### src/fpba_ram.sv
// Generic single-write, single-read RAM with registered read data.
// No dependencies.
`timescale 1ns / 1ps
`default_nettype none

module fpba_ram #(
  parameter int WIDTH = 32,
  parameter int DEPTH = 128,
  parameter int AW    = (DEPTH > 1) ? $clog2(DEPTH) : 1
) (
  input  logic             clk,
  input  logic             we,
  input  logic [AW-1:0]    waddr,
  input  logic [WIDTH-1:0] wdata,
  input  logic [AW-1:0]    raddr,
  output logic [WIDTH-1:0] rdata
);

  logic [WIDTH-1:0] mem [DEPTH];

  always_ff @(posedge clk) begin
    if (we) begin
      mem[waddr] <= wdata;
    end
    rdata <= mem[raddr];
  end

endmodule : fpba_ram

`default_nettype wire

### config.mk
export PLATFORM = sky130hd
export DESIGN_NAME = fpba_ram
export DESIGN_NICKNAME = d
export VERILOG_FILES = /design/src/fpba_ram.sv
export SDC_FILE = /design/constraint.sdc
export NUM_CORES = 2
export LEC_CHECK = 0
export BUFFER_PORTS_ARGS = -buffer_cell sky130_fd_sc_hd__buf_2
export CAP_MARGIN = 20
export CORE_MARGIN = 2
export CORE_UTILIZATION = 40
export CTS_CLUSTER_DIAMETER = 50
export DETAILED_ROUTE_END_ITERATION = 6
export PLACE_DENSITY = 0.54
export SYNTH_ARGS = -nofsm -noshare
export SYNTH_HDL_FRONTEND = slang
export SYNTH_SLANG_ARGS = --single-unit
### constraint.sdc
create_clock -name clk -period 4.85 [get_ports clk]
set_clock_uncertainty 0.1 [all_clocks]
set_input_delay 0.485 -clock clk [delete_from_list [all_inputs] [get_ports clk]]
set_output_delay 0.485 -clock clk [all_outputs]
set_load 0.01 [all_outputs]
# After elaboration in Yosys (flattened, before gate mapping)
# Memory sizes are Yosys's and may differ from the RTL's. A register that Yosys moved wholly into a read port is not among the register bits.
# Index checks and enable logic that the tools add are counted.
dict set report word_totals {
  ff_bits 0
  ramBits 4096
  input_bits 48
  output_inout_bits 32
  memories 1
}
dict set report classes {
  muxes 2
}
# memory words width read_ports rd_ports_with_merged_regs wr line_no
set memory_table {}
lappend memory_table {mem 128 32 1 1 1 19} ;# logic [WIDTH-1:0] mem [DEPTH];
# op n
set op_table {}
lappend op_table {{1-bit two-way mux} 2}

# Logic depth before layout (Yosys ltp)
dict set report depth {
  depth_word 2
  ltp_mapped 8
}

# Worst setup path after synthesis
# Ideal clock, no wire load.
dict set report synth_path {
  kind {input port to flip-flop}
  start {input port we}
  end {memory mem[98][0], enable pin}
  arrival_time_ps 3263
  path_slack_ps 1026
  stages 3
  path_buffers 1
  path_cell_list {clkbuf_1 nand4_1 nor3_1}
}
dict set report synth_via {
  elab_chain_cells 2
}
# element line_no
set synth_rtl {}
lappend synth_rtl {{from (decl)} 12} ;# input logic we,
lappend synth_rtl {{1-bit two-way mux} 22} ;# if (we) begin
lappend synth_rtl {{1-bit two-way mux (implied by the code)} 23} ;# mem[waddr] <= wdata;
lappend synth_rtl {{to (decl)} 19}
# No other way between the ends.

==> run summary <==
slew margin rel. - 18.07%
chip width - 629.1 µm
Die Ht - 629.1 µm
largest net degree at the start of global routing - 97
M2 GR Usage - 36.42%
Routed WL - 440500 µm
Sink Count - 4128
Worst Tran Pin Value - 1.229 ns
crit end category - flop
Psw - 16.76 mW
Tmin final - 3.355 ns
dpl hpwl - 251000 µm
Final Hold Viols - 0
critical path startpoint category - primary input
H-Tree Depth - 5
Crit. Startpoint - raddr[2]
CTS tree - yes
grt peak-use layer - met2
drt wl/cell - 36.13 µm
cells after synthesis - 5990
synth warn - 0
M3 GR Usage - 3.138%
cell area after synthesis - 0.1563 mm²
commonest non-fill, non-tap cells in the layout - edfxtp_1 (4096), mux4_2 (1344), clkbuf_16 (448)
Sequential Power Share - 51.0%
HP Start - wdata[25]
routability-driven placement congestion ratio - 0.8048
Power Density - 427.9 mW/mm²
finished layout cell area - 0.1816 mm²
DRC errors left - 0
initial DRC count - 9532
Initial DRT Pass Iterations - 6
post-place instance area - 0.1665 mm²
met1 Resource Use GR - 30.99%
first-pass GRT wire length - 604100 µm
cell-internal power - 60.97 mW
Final setup viols - 0
status - finished clean
RSZ-0062 raised after global routing - no
register bit total from synthesis - 4128
Initial Util - 40.16%
Net Count, Synth - 6038
Fin Setup TNS - 0 ns
power share of the clock group - 43.9%
routed vias/inst - 5.857
worst hold path class - primary input to flop
IO Count - 80
Req. time, crit path - 5.61 ns
clk buf depth - 4
GRT overflow - 0
VDD IR max - 372.6 µV
Skew-Pair Late Insertion Delay - 0.97 ns
leak pwr - 55.63 nW
CTS clk-pin slew, worst paths - 0.06 ns
initial antenna violation count - 58
Unique masters post-synth - 17
critical path class - primary input to flop
hold slack - 0.06429 ns
Worst EP arrival - 4.11 ns
fin. max-slew vios - 0
Detail Route Antenna Nets - 0
commonest non-fill, non-tap cell in the layout - edfxtp_1
Syn-to-layout area delta - 16.23%
Post-CTS Setup Inserts - 0
switching share of power - 21.56%
DR vias - 71392
row count - 229
Setup WS post-layout - 1.495 ns
syn avg cell area - 26.09 µm²
max_cap viols - 0
worst slack at placement - 0.5333 ns
GRT Util Overall - 22.09%
Final Cycle Share - 69.17%
Final nets - 6622
Die Area - 0.3957 mm²
layout cells sized above 1 - 37.58%
crit-path max FO - 36
# port buffers - 79
sequential-to-total area share from yosys stat - 79.12%
Logic pwr share - 5.1%
CTS Root Cell - clkbuf_16
CTS buffer count - 444
reg2reg start - mem[114][4]$_DFFE_PP_
maximum clock frequency - 298.1 MHz
vias in the first global route - 72943
core area - 0.3891 mm²
kinds of logic (layout without fill, tap and decap cells):
kind of cell  after synthesis  in the layout  share of synthesized area [%]
simple gates              170            170                         0.4460
flops                    4128           4128                          79.12
buf+inv                   316           1281                         0.8391
mux                      1376           1376                          19.60
other cells                 0             38                              0
final timing paths:
kind                                         endpoint  slack (ns)  cells after the start
worst min register to register       rdata[0]$_DFF_P_        1.04                      4
worst max-delay path                rdata[26]$_DFF_P_        1.50                      8
worst min-delay path            mem[74][25]$_DFFE_PP_        0.06                      1
worst max register to register       rdata[4]$_DFF_P_        2.07                      4
sequential cells by signal (all words and copies together) (netlist names):
register and cells:
rdata 32, mem 4096
critical path: stages:
cell	delay, ns
buf_8	0.48
buf_12	0.30
buf_4	0.39
buf_4	0.31
mux4_2	0.34
mux4_2	0.62
mux4_2	0.68
mux2_2	0.33
power groups by stage:
stage | sequential (mW) | clock, mW | combinational, mW
after CTS | 39.6 | 34.7 | 4.03
after floorplan | 40.2 | 0 | 1.90
after global placement | 40.4 | 0 | 3.97
final | 39.6 | 34.2 | 3.96
after global routing | 39.6 | 36.0 | 4.13
after detailed placement | 40.4 | 0 | 4.01
cell type report:
type	count	area, µm²
tap	5197	6502
antenna	38	95.09
clock inverter	289	3124
multi-input combinational	1546	32290
fill	31665	207500
sequential	4128	123600
clock buffer	538	11660
timing repair buffer	454	4330
through the flow:
stage	total power, mW	instances	util, %
final	77.72	12190	46.68
after global routing	79.75	12172	46.67
after detailed placement	44.38	11304	42.79
after CTS	78.31	12144	46.62
after floorplan	42.12	5990	-
after global placement	44.33	11304	42.79
routing by layer:
metal  up-vias  part of all wire, %  routed length [µm]
met5         -                0.018                  79
met4        14                  2.9               12780
met3       535                  6.7               29690
met2      2836                   49              216500
met1     40295                   41              181400
li1      27712                    -                   -
repair_timing:
| action | 4_1_cts | 5_1_grt |
|---|---|---|
| gates resized for setup | 0 | 0 |
| hold buffers | 13 | 4 |
| endpoints found under the hold margin | 333 | 70 |
Yosys cell counts:
library cell / n / area share (%)
buf_1: 50 / 0.12
buf_2: 79 / 0.25
buf_4: 3 / 0.014
buf_6: 2 / 0.014
clkbuf_1: 182 / 0.44
dfxtp_1: 32 / 0.41
edfxtp_1: 4096 / 79
mux2_2: 32 / 0.23
mux4_2: 1344 / 19
nand2_1: 14 / 0.034
nand2b_1: 2 / 0.0080
nand3_1: 12 / 0.038
nand4_1: 3 / 0.012
nor2_1: 122 / 0.29
nor2b_1: 7 / 0.028
nor3_1: 9 / 0.029
or3_1: 1 / 0.0040
(Power assumes the default switching activity.)
