[src/fpba_pkg.sv]
// Shared types and constants for the free page bitmap allocator.
// No dependencies; imported by fpba_word_unit and the top level.
`timescale 1ns / 1ps
`default_nettype none

package fpba_pkg;

  localparam int TRACKED_PAGES_DEF = 4096;
  localparam int WORD_BITS_DEF     = 32;

  // configuration port: byte address, one 32-bit register at offset 0
  localparam int CFG_ADDR_W = 3;
  localparam logic REG_FIRST_TRACKED_PAGE = 1'b0;

  typedef enum logic [1:0] {
    MODE_QUERY     = 2'd0,
    MODE_MARK_OCC  = 2'd1,
    MODE_MARK_FREE = 2'd2,
    MODE_FIND      = 2'd3
  } mode_t;

  typedef enum logic {
    WOP_SET   = 1'b0,
    WOP_CLEAR = 1'b1
  } word_op_t;

  // control into the shared word unit
  typedef struct packed {
    word_op_t op;
    logic     tail;   // word is the last one: bits past the window count as occupied
  } word_ctl_t;

  // status out of the shared word unit
  typedef struct packed {
    logic bit_val;
    logic has_free;
  } word_stat_t;

endpackage : fpba_pkg

`default_nettype wire

[src/fpba_word_unit.sv]
// Shared bitmap word unit: bit test, bit set/clear and first-free search.
// Depends on fpba_pkg.
`timescale 1ns / 1ps
`default_nettype none

module fpba_word_unit #(
  parameter int WORD_BITS = 32,
  parameter int LAST_BITS = 32,
  parameter int BW        = $clog2(WORD_BITS)
) (
  input  fpba_pkg::word_ctl_t  ctl,
  input  logic [WORD_BITS-1:0] word_i,
  input  logic [BW-1:0]        bit_i,
  output logic [WORD_BITS-1:0] word_o,
  output logic [BW-1:0]        free_bit_o,
  output fpba_pkg::word_stat_t stat
);
  import fpba_pkg::*;

  logic [WORD_BITS-1:0] onehot;
  logic [WORD_BITS-1:0] eff;

  assign onehot = {{(WORD_BITS-1){1'b0}}, 1'b1} << bit_i;
  assign word_o = (ctl.op == WOP_SET) ? (word_i | onehot) : (word_i & ~onehot);

  always_comb begin
    eff = word_i;
    for (int j = 0; j < WORD_BITS; j++) begin
      if (ctl.tail && (j >= LAST_BITS)) begin
        eff[j] = 1'b1;
      end
    end
  end

  // lowest clear bit wins
  always_comb begin
    free_bit_o = '0;
    for (int j = WORD_BITS - 1; j >= 0; j--) begin
      if (!eff[j]) begin
        free_bit_o = BW'(j);
      end
    end
  end

  assign stat.bit_val  = |(word_i & onehot);
  assign stat.has_free = ~&eff;

endmodule : fpba_word_unit

`default_nettype wire

[config.mk]
export PLATFORM = sky130hd
export DESIGN_NAME = fpba_word_unit
export DESIGN_NICKNAME = d
export VERILOG_FILES = /design/src/fpba_pkg.sv /design/src/fpba_word_unit.sv
export SDC_FILE = /design/constraint.sdc
export NUM_CORES = 1
export LEC_CHECK = 0
export ABC_CLOCK_PERIOD_IN_PS = 5570
export BUFFER_PORTS_ARGS = -buffer_cell sky130_fd_sc_hd__clkbuf_2
export CAP_MARGIN = 20
export CORE_MARGIN = 4
export CORE_UTILIZATION = 40
export DETAILED_ROUTE_END_ITERATION = 7
export PLACE_DENSITY = 0.77
export SLEW_MARGIN = 20
export SYNTH_ARGS = -nofsm -noshare
export SYNTH_HDL_FRONTEND = slang
export SYNTH_SLANG_ARGS = --single-unit
export TNS_END_PERCENT = 20
[constraint.sdc]
create_clock -name vclk -period 5.57
set_input_delay 1.671 -clock vclk [all_inputs]
set_output_delay 1.671 -clock vclk [all_outputs]
set_load 0.005 [all_outputs]
# --- Word level (Yosys, flattened, before mapping) ---
# Index checks and enable logic that the tools add are counted.
op_classes:
  n_mux: 33
  add_sub_neg: 0
  order_cmp: 0
  div: 0
  mul: 0
  eq_ne: 0
  n_bitwise: 4
  n_reduce_logical: 3
  shift: 1
ops:
  columns: ["operator", "n"]
  rows:
  - ["two-way mux 5 bit", 32]
  - ["AND 32 bit", 2]
  - ["two-way mux 32 bit", 1]
  - ["inverter 32 bit", 1]
  - ["bitwise OR 32 bit", 1]
  - ["AND reduction 32 bit", 1]
  - ["OR reduction 32 bit", 1]
  - ["<< shifter 1 x 5 -> 32 bit, first input constant", 1]
  - ["logical NOT 1 bit", 1]
totals:
  mem_count: 0
  input_bits: 39
  word_cells: 41
  mem_bits_ro: 0
  output_inout_bits: 39
  ff_bits: 0
  latch_bits: 0
  ramBits: 0

# --- Longest topological paths before layout ---
# Gate-level depths: netlist of run 1.
depth:
  word_depth: 32
  depth_mapped: 7
  ltp_nobuf: 5

# --- Worst setup path before layout of run 1 ---
# No wires, ideal clock.
synth_timing:
  path_type: "input to output"
  start: "in bit_i[2]"
  end: "out stat[1] (netlist name)"
  t_required_ns: 3.899
  arrival_ns: 2.700
  stages: 7
  setup_slack_ns: 1.199
  path_cell_list: "buf_6 > nor2b_4 > buf_6 > a32o_1 > or3_1 > nand4_1 > nand4_1"
synth_rtl:
  columns: ["element", "line", "source"]
  rows:
  - ["start: declaration", "fpba_word_unit.sv:13", "input logic [BW-1:0] bit_i,"]
  - ["end: declaration", "fpba_word_unit.sv:16", "output fpba_pkg::word_stat_t stat"]

# --- Worst setup path after layout of run 1 ---
layout_timing:
  start: "in bit_i[1]"
  end: "out word_o[11]"
layout_between:
  elab_chain_cells: 4
  elab_cells_between_ends: 5
layout_rtl:
  columns: ["element", "line", "source"]
  rows:
  - ["<< shifter 1 x 5 -> 32 bit (*)", "fpba_word_unit.sv:23", "assign onehot = {{(WORD_BITS-1){1'b0}}, 1'b1} << bit_i;"]
  - ["inverter 32 bit", "fpba_word_unit.sv:24", "assign word_o = (ctl.op == WOP_SET) ? (word_i | onehot) : (word_i & ~onehot);"]
  - ["AND 32 bit", "fpba_word_unit.sv:24", null]
  - ["two-way mux 32 bit (*)", "fpba_word_unit.sv:24", null]
  - ["end: declaration", "fpba_word_unit.sv:14", "output logic [WORD_BITS-1:0] word_o,"]
# Mark *: on every way between the ends. The rest lies on a longest branch, timed or not.

==> impl_metrics.yaml, run 1 <==
timing:
  post-route-min-period_ps: 4880
  fin_setup_tns_ps: 0
  drv_slew: 0
  setup_viol: 0
  final.period_utilization: 0.877
  slew_headroom: 0.613
  fmax_mhz: 205
  hold_viol: 0
  rsz0062_at_grt: "no"
  tightest_slew_ps: 581
die:
  fp.dieW_um: 66.3
  dieArea_um2: 4400
  num_rows: 20
  die_height_um: 66.3
  initial_core_util: 0.432
  fp.coreArea_um2: 3150
  io_pins: 78
pwr:
  power_density_nw_per_um2: 70.7
  power_leakage_nw: 0.736
  ir_worst_vdd_uv: 32.4
cells_and_area:
  fin_util: 0.542
  syn2layout_area_growth_pct: 25.6
  final_common_cell: "clkbuf_2"
  drive_gt1_frac: 0.304
  n_clock_buffer: 0
  fin_cells: 337
  nNetsFinal: 334
  mostFrequentLayoutCells: "clkbuf_2, a21oi_1, a31oi_1, nand2_1, nor2_1"
  seq_area_um2: 0
  nFlopsAndLatches: 0
  diodes: 0
job:
  maxCapViolCount: 0
placement:
  gp_congestion: 0.954
  dp.final_hpwl_um: 4040
  io_buffers: 77
  placed_cells: 337
worst_setup_path:
  cp-end-kind: "output port"
  start_kind: "primary input"
  critical-path-top-delay-family: "buffers and inverters"
  crit_slowest_cell: "nor3b_4"
  crit_buf_inv: 3
  worstPathMaxFanout: 26
  path_cells: "clkbuf_2, inv_1, nor3b_4, a21oi_1, a31oi_1, clkbuf_2"
  cp_common_cell: "clkbuf_2"
  crit_type: "primary input to output port"
  worstPathArrival_ps: 3210
  required_ps: 3900
  cp_slowest_stage_delay_ps: 410
logic_synthesis:
  synth.area.top_cells: "a31oi_1, a21oi_1, nand4_1, nand2_1, nor2_1"
  netlist.area_leader.share: 0.119
  avgSynthCellArea_um2: 5.84
  netlist_area_um2: 1360
  yosysWarnings: 0
  syn_inst: 233
  ys_seq_area_frac: 0
  synth_area_leader_cell: "a31oi_1"
  ys_types: 45
  syn_nets: 272
detailed_routing:
  first_iter_violations: 210
  totalWireLength_um: 5210
  drt_pass1_iterations: 4
  wl_per_cell_um: 15.5
  viasPerCell: 6.20
  final_antenna_net_count: 0
  drc: 0
  vias: 2090
grt:
  antenna_found_initial: 0
  grt_pass1_vias: 1763
  grt_max_degree: 33
  grt_pass1_wl_um: 8350
  grt_use_total: 0.232
  gr-total-overflow: 0
clocking:
  cts_setup_buffers: 0
  postCtsHoldBufs: 0
  ctsResizeCount: 0
hold_path:
  min_path_type: "primary input to output port"
outcome:
  outcome: "completed"
==> metal layers <==
layer	part of all wire	vias to the layer above	global-route usage
met1	0.43	943	0.339
met3	0.11	6	0.00850
met2	0.45	117	0.372
met5	0	-	0
li1	-	1024	-
met4	0.014	0	0.0482
==> Yosys cell counts (2+ instances only) <==
master,instances
nand2b_1,4
and2_1,2
nand3_1,10
o21ai_0,14
o22ai_1,3
and3_1,2
nor2_1,19
or3_1,2
nand2_1,23
o311ai_0,3
mux2_2,2
buf_6,3
buf_2,11
a31oi_1,26
a21oi_1,28
nor3b_1,2
nor2b_1,9
clkbuf_1,5
mux2i_1,2
buf_4,2
a22oi_1,3
nor3_1,9
nand4b_1,2
a41oi_1,2
nand4_1,16
inv_1,8
a211oi_1,3
==> power breakdown <==
| group | total (W) | switching [W] | leakage (nW) | internal [W] |
|---|---|---|---|---|
| Sequential | 0 | 0 | 0 | 0 |
| Clock | 0 | 0 | 0 | 0 |
| Combinational | 0.000121 | 0.0000738 | 0.736 | 0.0000470 |
| Total | 0.000121 | 0.0000738 | 0.736 | 0.0000470 |
==> stage by stage <==
| stage | setup WS (ps) | total power (W) | area, um^2 | hold WS (ps) |
|---|---|---|---|---|
| floorplan | 1200 | 0.0000677 | 1360 | 3410 |
| global placement | 733 | 0.000118 | 1710 | 3690 |
| detailed placement | 714 | 0.000119 | 1710 | 3690 |
| CTS | 711 | 0.000120 | 1710 | 3690 |
| global route | 543 | 0.000135 | 1710 | 3740 |
| finish | 686 | 0.000121 | 1710 | 3690 |
==> final cells by class <==
class	count	area, um^2
inverter	8	30.0
timing repair buffer	81	415
fill	335	1440
multi-input combinational	204	1210
tap	44	55.1
==> path summary, 6_finish.rpt <==
path,slack [ps],start,cells past startpoint,end
worst max-delay path,690,bit_i[1],6,word_o[11]
worst min-delay path,3690,word_i[30],4,word_o[30]
==> kinds of logic after synthesis <==
| family | count (synthesis) | share of synthesized area |
|---|---|---|
| compound gates | 90 | 0.406 |
| mux | 4 | 0.0312 |
| simple gates | 110 | 0.450 |
| buf+inv | 29 | 0.112 |
Note: power is estimated with default switching activity, not from simulation.
==> inputs of run 2 (changes only) <==
--- a/config.mk
+++ b/config.mk
@@ -8,6 +8,7 @@
 export ABC_CLOCK_PERIOD_IN_PS = 5570
 export BUFFER_PORTS_ARGS = -buffer_cell sky130_fd_sc_hd__clkbuf_2
 export CAP_MARGIN = 20
+export CORE_ASPECT_RATIO = 1.1
 export CORE_MARGIN = 4
 export CORE_UTILIZATION = 40
 export DETAILED_ROUTE_END_ITERATION = 7
==> impl_metrics.yaml, run 2 (same netlist as run 1, synthesis figures left out) <==
timing:
  hold_viol: 0
  drv_slew: 0
  setup_viol: 0
  fin_setup_tns_ps: 0
  final.period_utilization: 0.873
  rsz0062_at_grt: "no"
  fmax_mhz: 206
  post-route-min-period_ps: 4860
  tightest_slew_ps: 588
  slew_headroom: 0.607
cells_and_area:
  syn2layout_area_growth_pct: 23.5
  n_clock_buffer: 0
  drive_gt1_frac: 0.299
  final_common_cell: "clkbuf_2"
  fillers: 347
  fin_cells: 325
  diodes: 0
  mostFrequentLayoutCells: "clkbuf_2, a21oi_1, a31oi_1, nand2_1, nor2_1"
  nFlopsAndLatches: 0
  seq_area_um2: 0
  nNetsFinal: 332
clocking:
  cts_setup_buffers: 0
  ctsResizeCount: 0
  postCtsHoldBufs: 0
worst_setup_path:
  cp-end-kind: "output port"
  worstPathArrival_ps: 3190
  crit_type: "primary input to output port"
  worstPathMaxFanout: 22
  start_kind: "primary input"
  required_ps: 3900
hold_path:
  holdPathStages: 4
  worstHoldStart: "word_i[30]"
  min_path_type: "primary input to output port"
  min_to: "word_o[30]"
die:
  dieArea_um2: 4400
  die_height_um: 69.2
  fp.dieW_um: 63.6
  num_rows: 21
  io_pins: 78
  fp.coreArea_um2: 3150
  initial_core_util: 0.432
detailed_routing:
  drc: 0
  first_iter_violations: 175
  drt_pass1_iterations: 6
  vias: 2109
  wl_per_cell_um: 16.1
  final_antenna_net_count: 0
  viasPerCell: 6.49
  totalWireLength_um: 5230
grt:
  grt_use_total: 0.225
  gr-total-overflow: 0
  grt_pass1_wl_um: 8500
  grt_max_degree: 33
  grt_pass1_vias: 1821
  antenna_found_initial: 0
placement:
  dp.final_hpwl_um: 4000
  gp_congestion: 0.920
  placed_cells: 325
  io_buffers: 77
pwr:
  ir_worst_vdd_uv: 38.5
  power_leakage_nw: 0.725
  power_density_nw_per_um2: 71.4
outcome:
  outcome: "completed"
job:
  maxCapViolCount: 0
-- run 2: cell types whose count changed in the layout (fill, tap and decap cells not counted) --
cell   delta
buf_4     -2
-- run 2: report_power, final --
part           internal (W)  switching (W)
sequential                0              0
combinational     0.0000462      0.0000739
clock                     0              0
-- run 2: metal layers --
metal	vias up	track usage	routed length, um
met5	-	0	0
met4	0	0.0576	72
met3	8	0.0211	508
met2	131	0.347	2390
met1	947	0.329	2270
li1	1023	-	-
-- run 2: worst max-delay path by stage --
stage                      end      from  cells after the start
floorplan              stat[1]  bit_i[2]                      7
global placement       stat[1]  bit_i[1]                      7
detailed placement     stat[1]  bit_i[1]                      7
CTS                    stat[1]  bit_i[1]                      7
global route        word_o[11]  bit_i[1]                      6
finish                 stat[1]  bit_i[3]                      7
-- run 2: metrics by stage --
step	setup slack (ps)	instance area (um^2)	hold slack (ps)	total power (W)	utilization
after floorplan	1200	1360	3410	0.0000677	-
after global placement	719	1680	3700	0.000117	0.533
after detailed placement	729	1680	3700	0.000118	0.533
after CTS	730	1680	3700	0.000118	0.533
after global routing	587	1680	3730	0.000133	0.533
final	707	1680	3700	0.000120	0.533
-- run 2: cell type report --
class	count	area (um^2)	share of cell area
inverters	8	30.0	0.0179
repair buffers	79	400	0.238
multi-input cells	204	1210	0.719
well taps	34	42.5	0.0253
-- run 2: worst max-delay path, stage by stage --
cell,delay (ps)
clkbuf_2,320
nor2b_1,550
a22oi_1,130
o32ai_1,190
nor3_1,90
nand4_1,110
clkbuf_2,120
==> inputs of run 3 (changes only) <==
--- a/config.mk
+++ b/config.mk
@@ -5,15 +5,16 @@
 export SDC_FILE = /design/constraint.sdc
 export NUM_CORES = 1
 export LEC_CHECK = 0
+export ABC_AREA = 1
 export ABC_CLOCK_PERIOD_IN_PS = 5570
 export BUFFER_PORTS_ARGS = -buffer_cell sky130_fd_sc_hd__clkbuf_2
 export CAP_MARGIN = 20
-export CORE_ASPECT_RATIO = 1.1
+export CORE_ASPECT_RATIO = 1.2
 export CORE_MARGIN = 4
 export CORE_UTILIZATION = 40
 export DETAILED_ROUTE_END_ITERATION = 7
-export PLACE_DENSITY = 0.77
-export SLEW_MARGIN = 20
+export PLACE_DENSITY = 0.81
+export SLEW_MARGIN = 0
 export SYNTH_ARGS = -nofsm -noshare
 export SYNTH_HDL_FRONTEND = slang
 export SYNTH_SLANG_ARGS = --single-unit
==> impl_metrics.yaml, run 3 <==
outcome:
  outcome: "completed"
timing:
  slew_headroom: 0.626
  tightest_slew_ps: 557
  final.period_utilization: 0.924
  post-route-min-period_ps: 5140
  fmax_mhz: 194
  rsz0062_at_grt: "no"
  drv_slew: 0
  setup_ws_ps: 426
  hold_viol: 0
  setup_viol: 0
  fin_setup_tns_ps: 0
detailed_routing:
  wl_per_cell_um: 11.4
  drc: 0
  first_iter_violations: 84
  vias: 1870
  drt_pass1_iterations: 4
  final_antenna_net_count: 0
  viasPerCell: 5.30
  totalWireLength_um: 4040
logic_synthesis:
  avgSynthCellArea_um2: 4.50
  synthXorXnorAreaFrac: 0
  synth.area.mux_share: 0.00886
  synth-simple-area-share: 0.566
  synth_compound_area_frac: 0.299
  syn_nets: 290
  yosysWarnings: 0
  ys_types: 22
  syn_inst: 251
  yosysMostFrequentCell: "nand2_1"
  synth_fa_ha_area_frac: 0
  netlist_area_um2: 1130
  synth.area.top_cells: "nand2_1, nand3_1, o21ai_0, nor2_1, inv_1"
  synth_top_family_by_area: "simple AND/OR/NAND/NOR gates"
  synth_area_leader_cell: "nand2_1"
  netlist_top_cells_count: "nand2_1, nor2_1, nand3_1"
  ys_seq_area_frac: 0
  netlist.area_leader.share: 0.272
cells_and_area:
  multi_input_area_um2: 987
  nNetsFinal: 361
  final_common_cell: "nand2_1"
  nFlopsAndLatches: 0
  drive_gt1_frac: 0.250
  seq_area_um2: 0
  syn2layout_area_growth_pct: 35.8
  n_clock_buffer: 0
  mostFrequentLayoutCells: "nand2_1, clkbuf_2, nor2_1, nand3_1, inv_1"
  diodes: 0
  fillers: 294
  fin_cells: 353
clocking:
  cts_setup_buffers: 0
  ctsResizeCount: 0
  postCtsHoldBufs: 0
worst_setup_path:
  cp_slowest_stage_delay_ps: 120
  worstPathMaxFanout: 3
  cp_common_cell: "nand2_1"
  cp-end-kind: "output port"
  crit_slowest_cell: "clkbuf_2"
  worstPathArrival_ps: 3470
  required_ps: 3900
  crit_type: "primary input to output port"
  start_kind: "primary input"
die:
  initial_core_util: 0.430
  io_pins: 78
  num_rows: 20
  die_height_um: 66.2
  fp.dieW_um: 56.5
  dieArea_um2: 3740
  fp.coreArea_um2: 2630
hold_path:
  min_path_type: "primary input to output port"
  holdPathStages: 3
job:
  maxCapViolCount: 0
grt:
  grt_pass1_wl_um: 6820
  grt_pass1_vias: 1665
  gr-total-overflow: 0
  grt_max_degree: 33
  grt_use_total: 0.212
  antenna_found_initial: 0
placement:
  post-place-ws_ps: 431
  gp_congestion: 0.962
  io_buffers: 77
  placed_cells: 353
  dp.final_hpwl_um: 3460
pwr:
  combinationalPowerShare: 1.000
  switching_share: 0.595
  p_seq_frac: 0
  switching_power_w: 0.0000574
  clkPwrFrac: 0
  ir_worst_vdd_uv: 28.3
  power_leakage_nw: 0.848
  finalPower_w: 0.0000966
  p_int_w: 0.0000392
  power_density_nw_per_um2: 63.0
==> run 3: cell count changes in the layout (fill, tap and decap cells not counted), moves of 4 or more <==
cell and delta:
nand2_1 +59, a21oi_1 -23, a31oi_1 -20, inv_1 +20, nand3_1 +20, nand4_1 -15, nor2_1 +13, o21ai_0 +13
nor2b_1 -9, o21a_1 +5, nand2b_1 -4, o22ai_1 +4
==> run 3: layout make-up <==
cell class / count / share of cell area
multi-input cells: 213 / 0.644
repair buffers: 79 / 0.261
inverters: 28 / 0.0685
well taps: 33 / 0.0269
==> run 3: per-stage QoR <==
step	area, um^2	util	hold slack [ps]
after floorplan	1130	-	3380
after global placement	1530	0.584	3620
after detailed placement	1530	0.584	3630
after CTS	1530	0.584	3630
after global routing	1530	0.584	3640
final	1530	0.584	3630
==> run 3: worst paths after layout <==
kind	from	endpoint	slack [ps]
hold / removal	word_i[1]	free_bit_o[0]	3630
setup / recovery	word_i[31]	free_bit_o[0]	430
==> run 3: critical path: cells and delay by family <==
kind | cells | cell delay [ps]
AOI/OAI and AO/OA | 1 | 110
buffers and inverters | 3 | 290
and+or+nand+nor | 29 | 1420
==> run 3: logic make-up after synthesis <==
| group | count (synthesis) |
|---|---|
| and+or+nand+nor | 155 |
| buffers and inverters | 38 |
| AOI/OAI and AO/OA | 57 |
| muxes | 1 |
==> run 3: power by group through the flow <==
stage | clock, W | combinational, W | sequential (W)
2_1_floorplan | 0 | 0.0000504 | 0
3_5_place_dp | 0 | 0.0000958 | 0
3_3_place_gp | 0 | 0.0000944 | 0
5_1_grt | 0 | 0.000110 | 0
6_report | 0 | 0.0000966 | 0
4_1_cts | 0 | 0.0000962 | 0
==> run 3: metal layers <==
layer  vias up  wire [um]  GRT usage
met5         -          0          0
met1       795       1630      0.253
li1        986          -          -
met3         4        316     0.0137
met2        85       2050      0.409
met4         0         39     0.0445
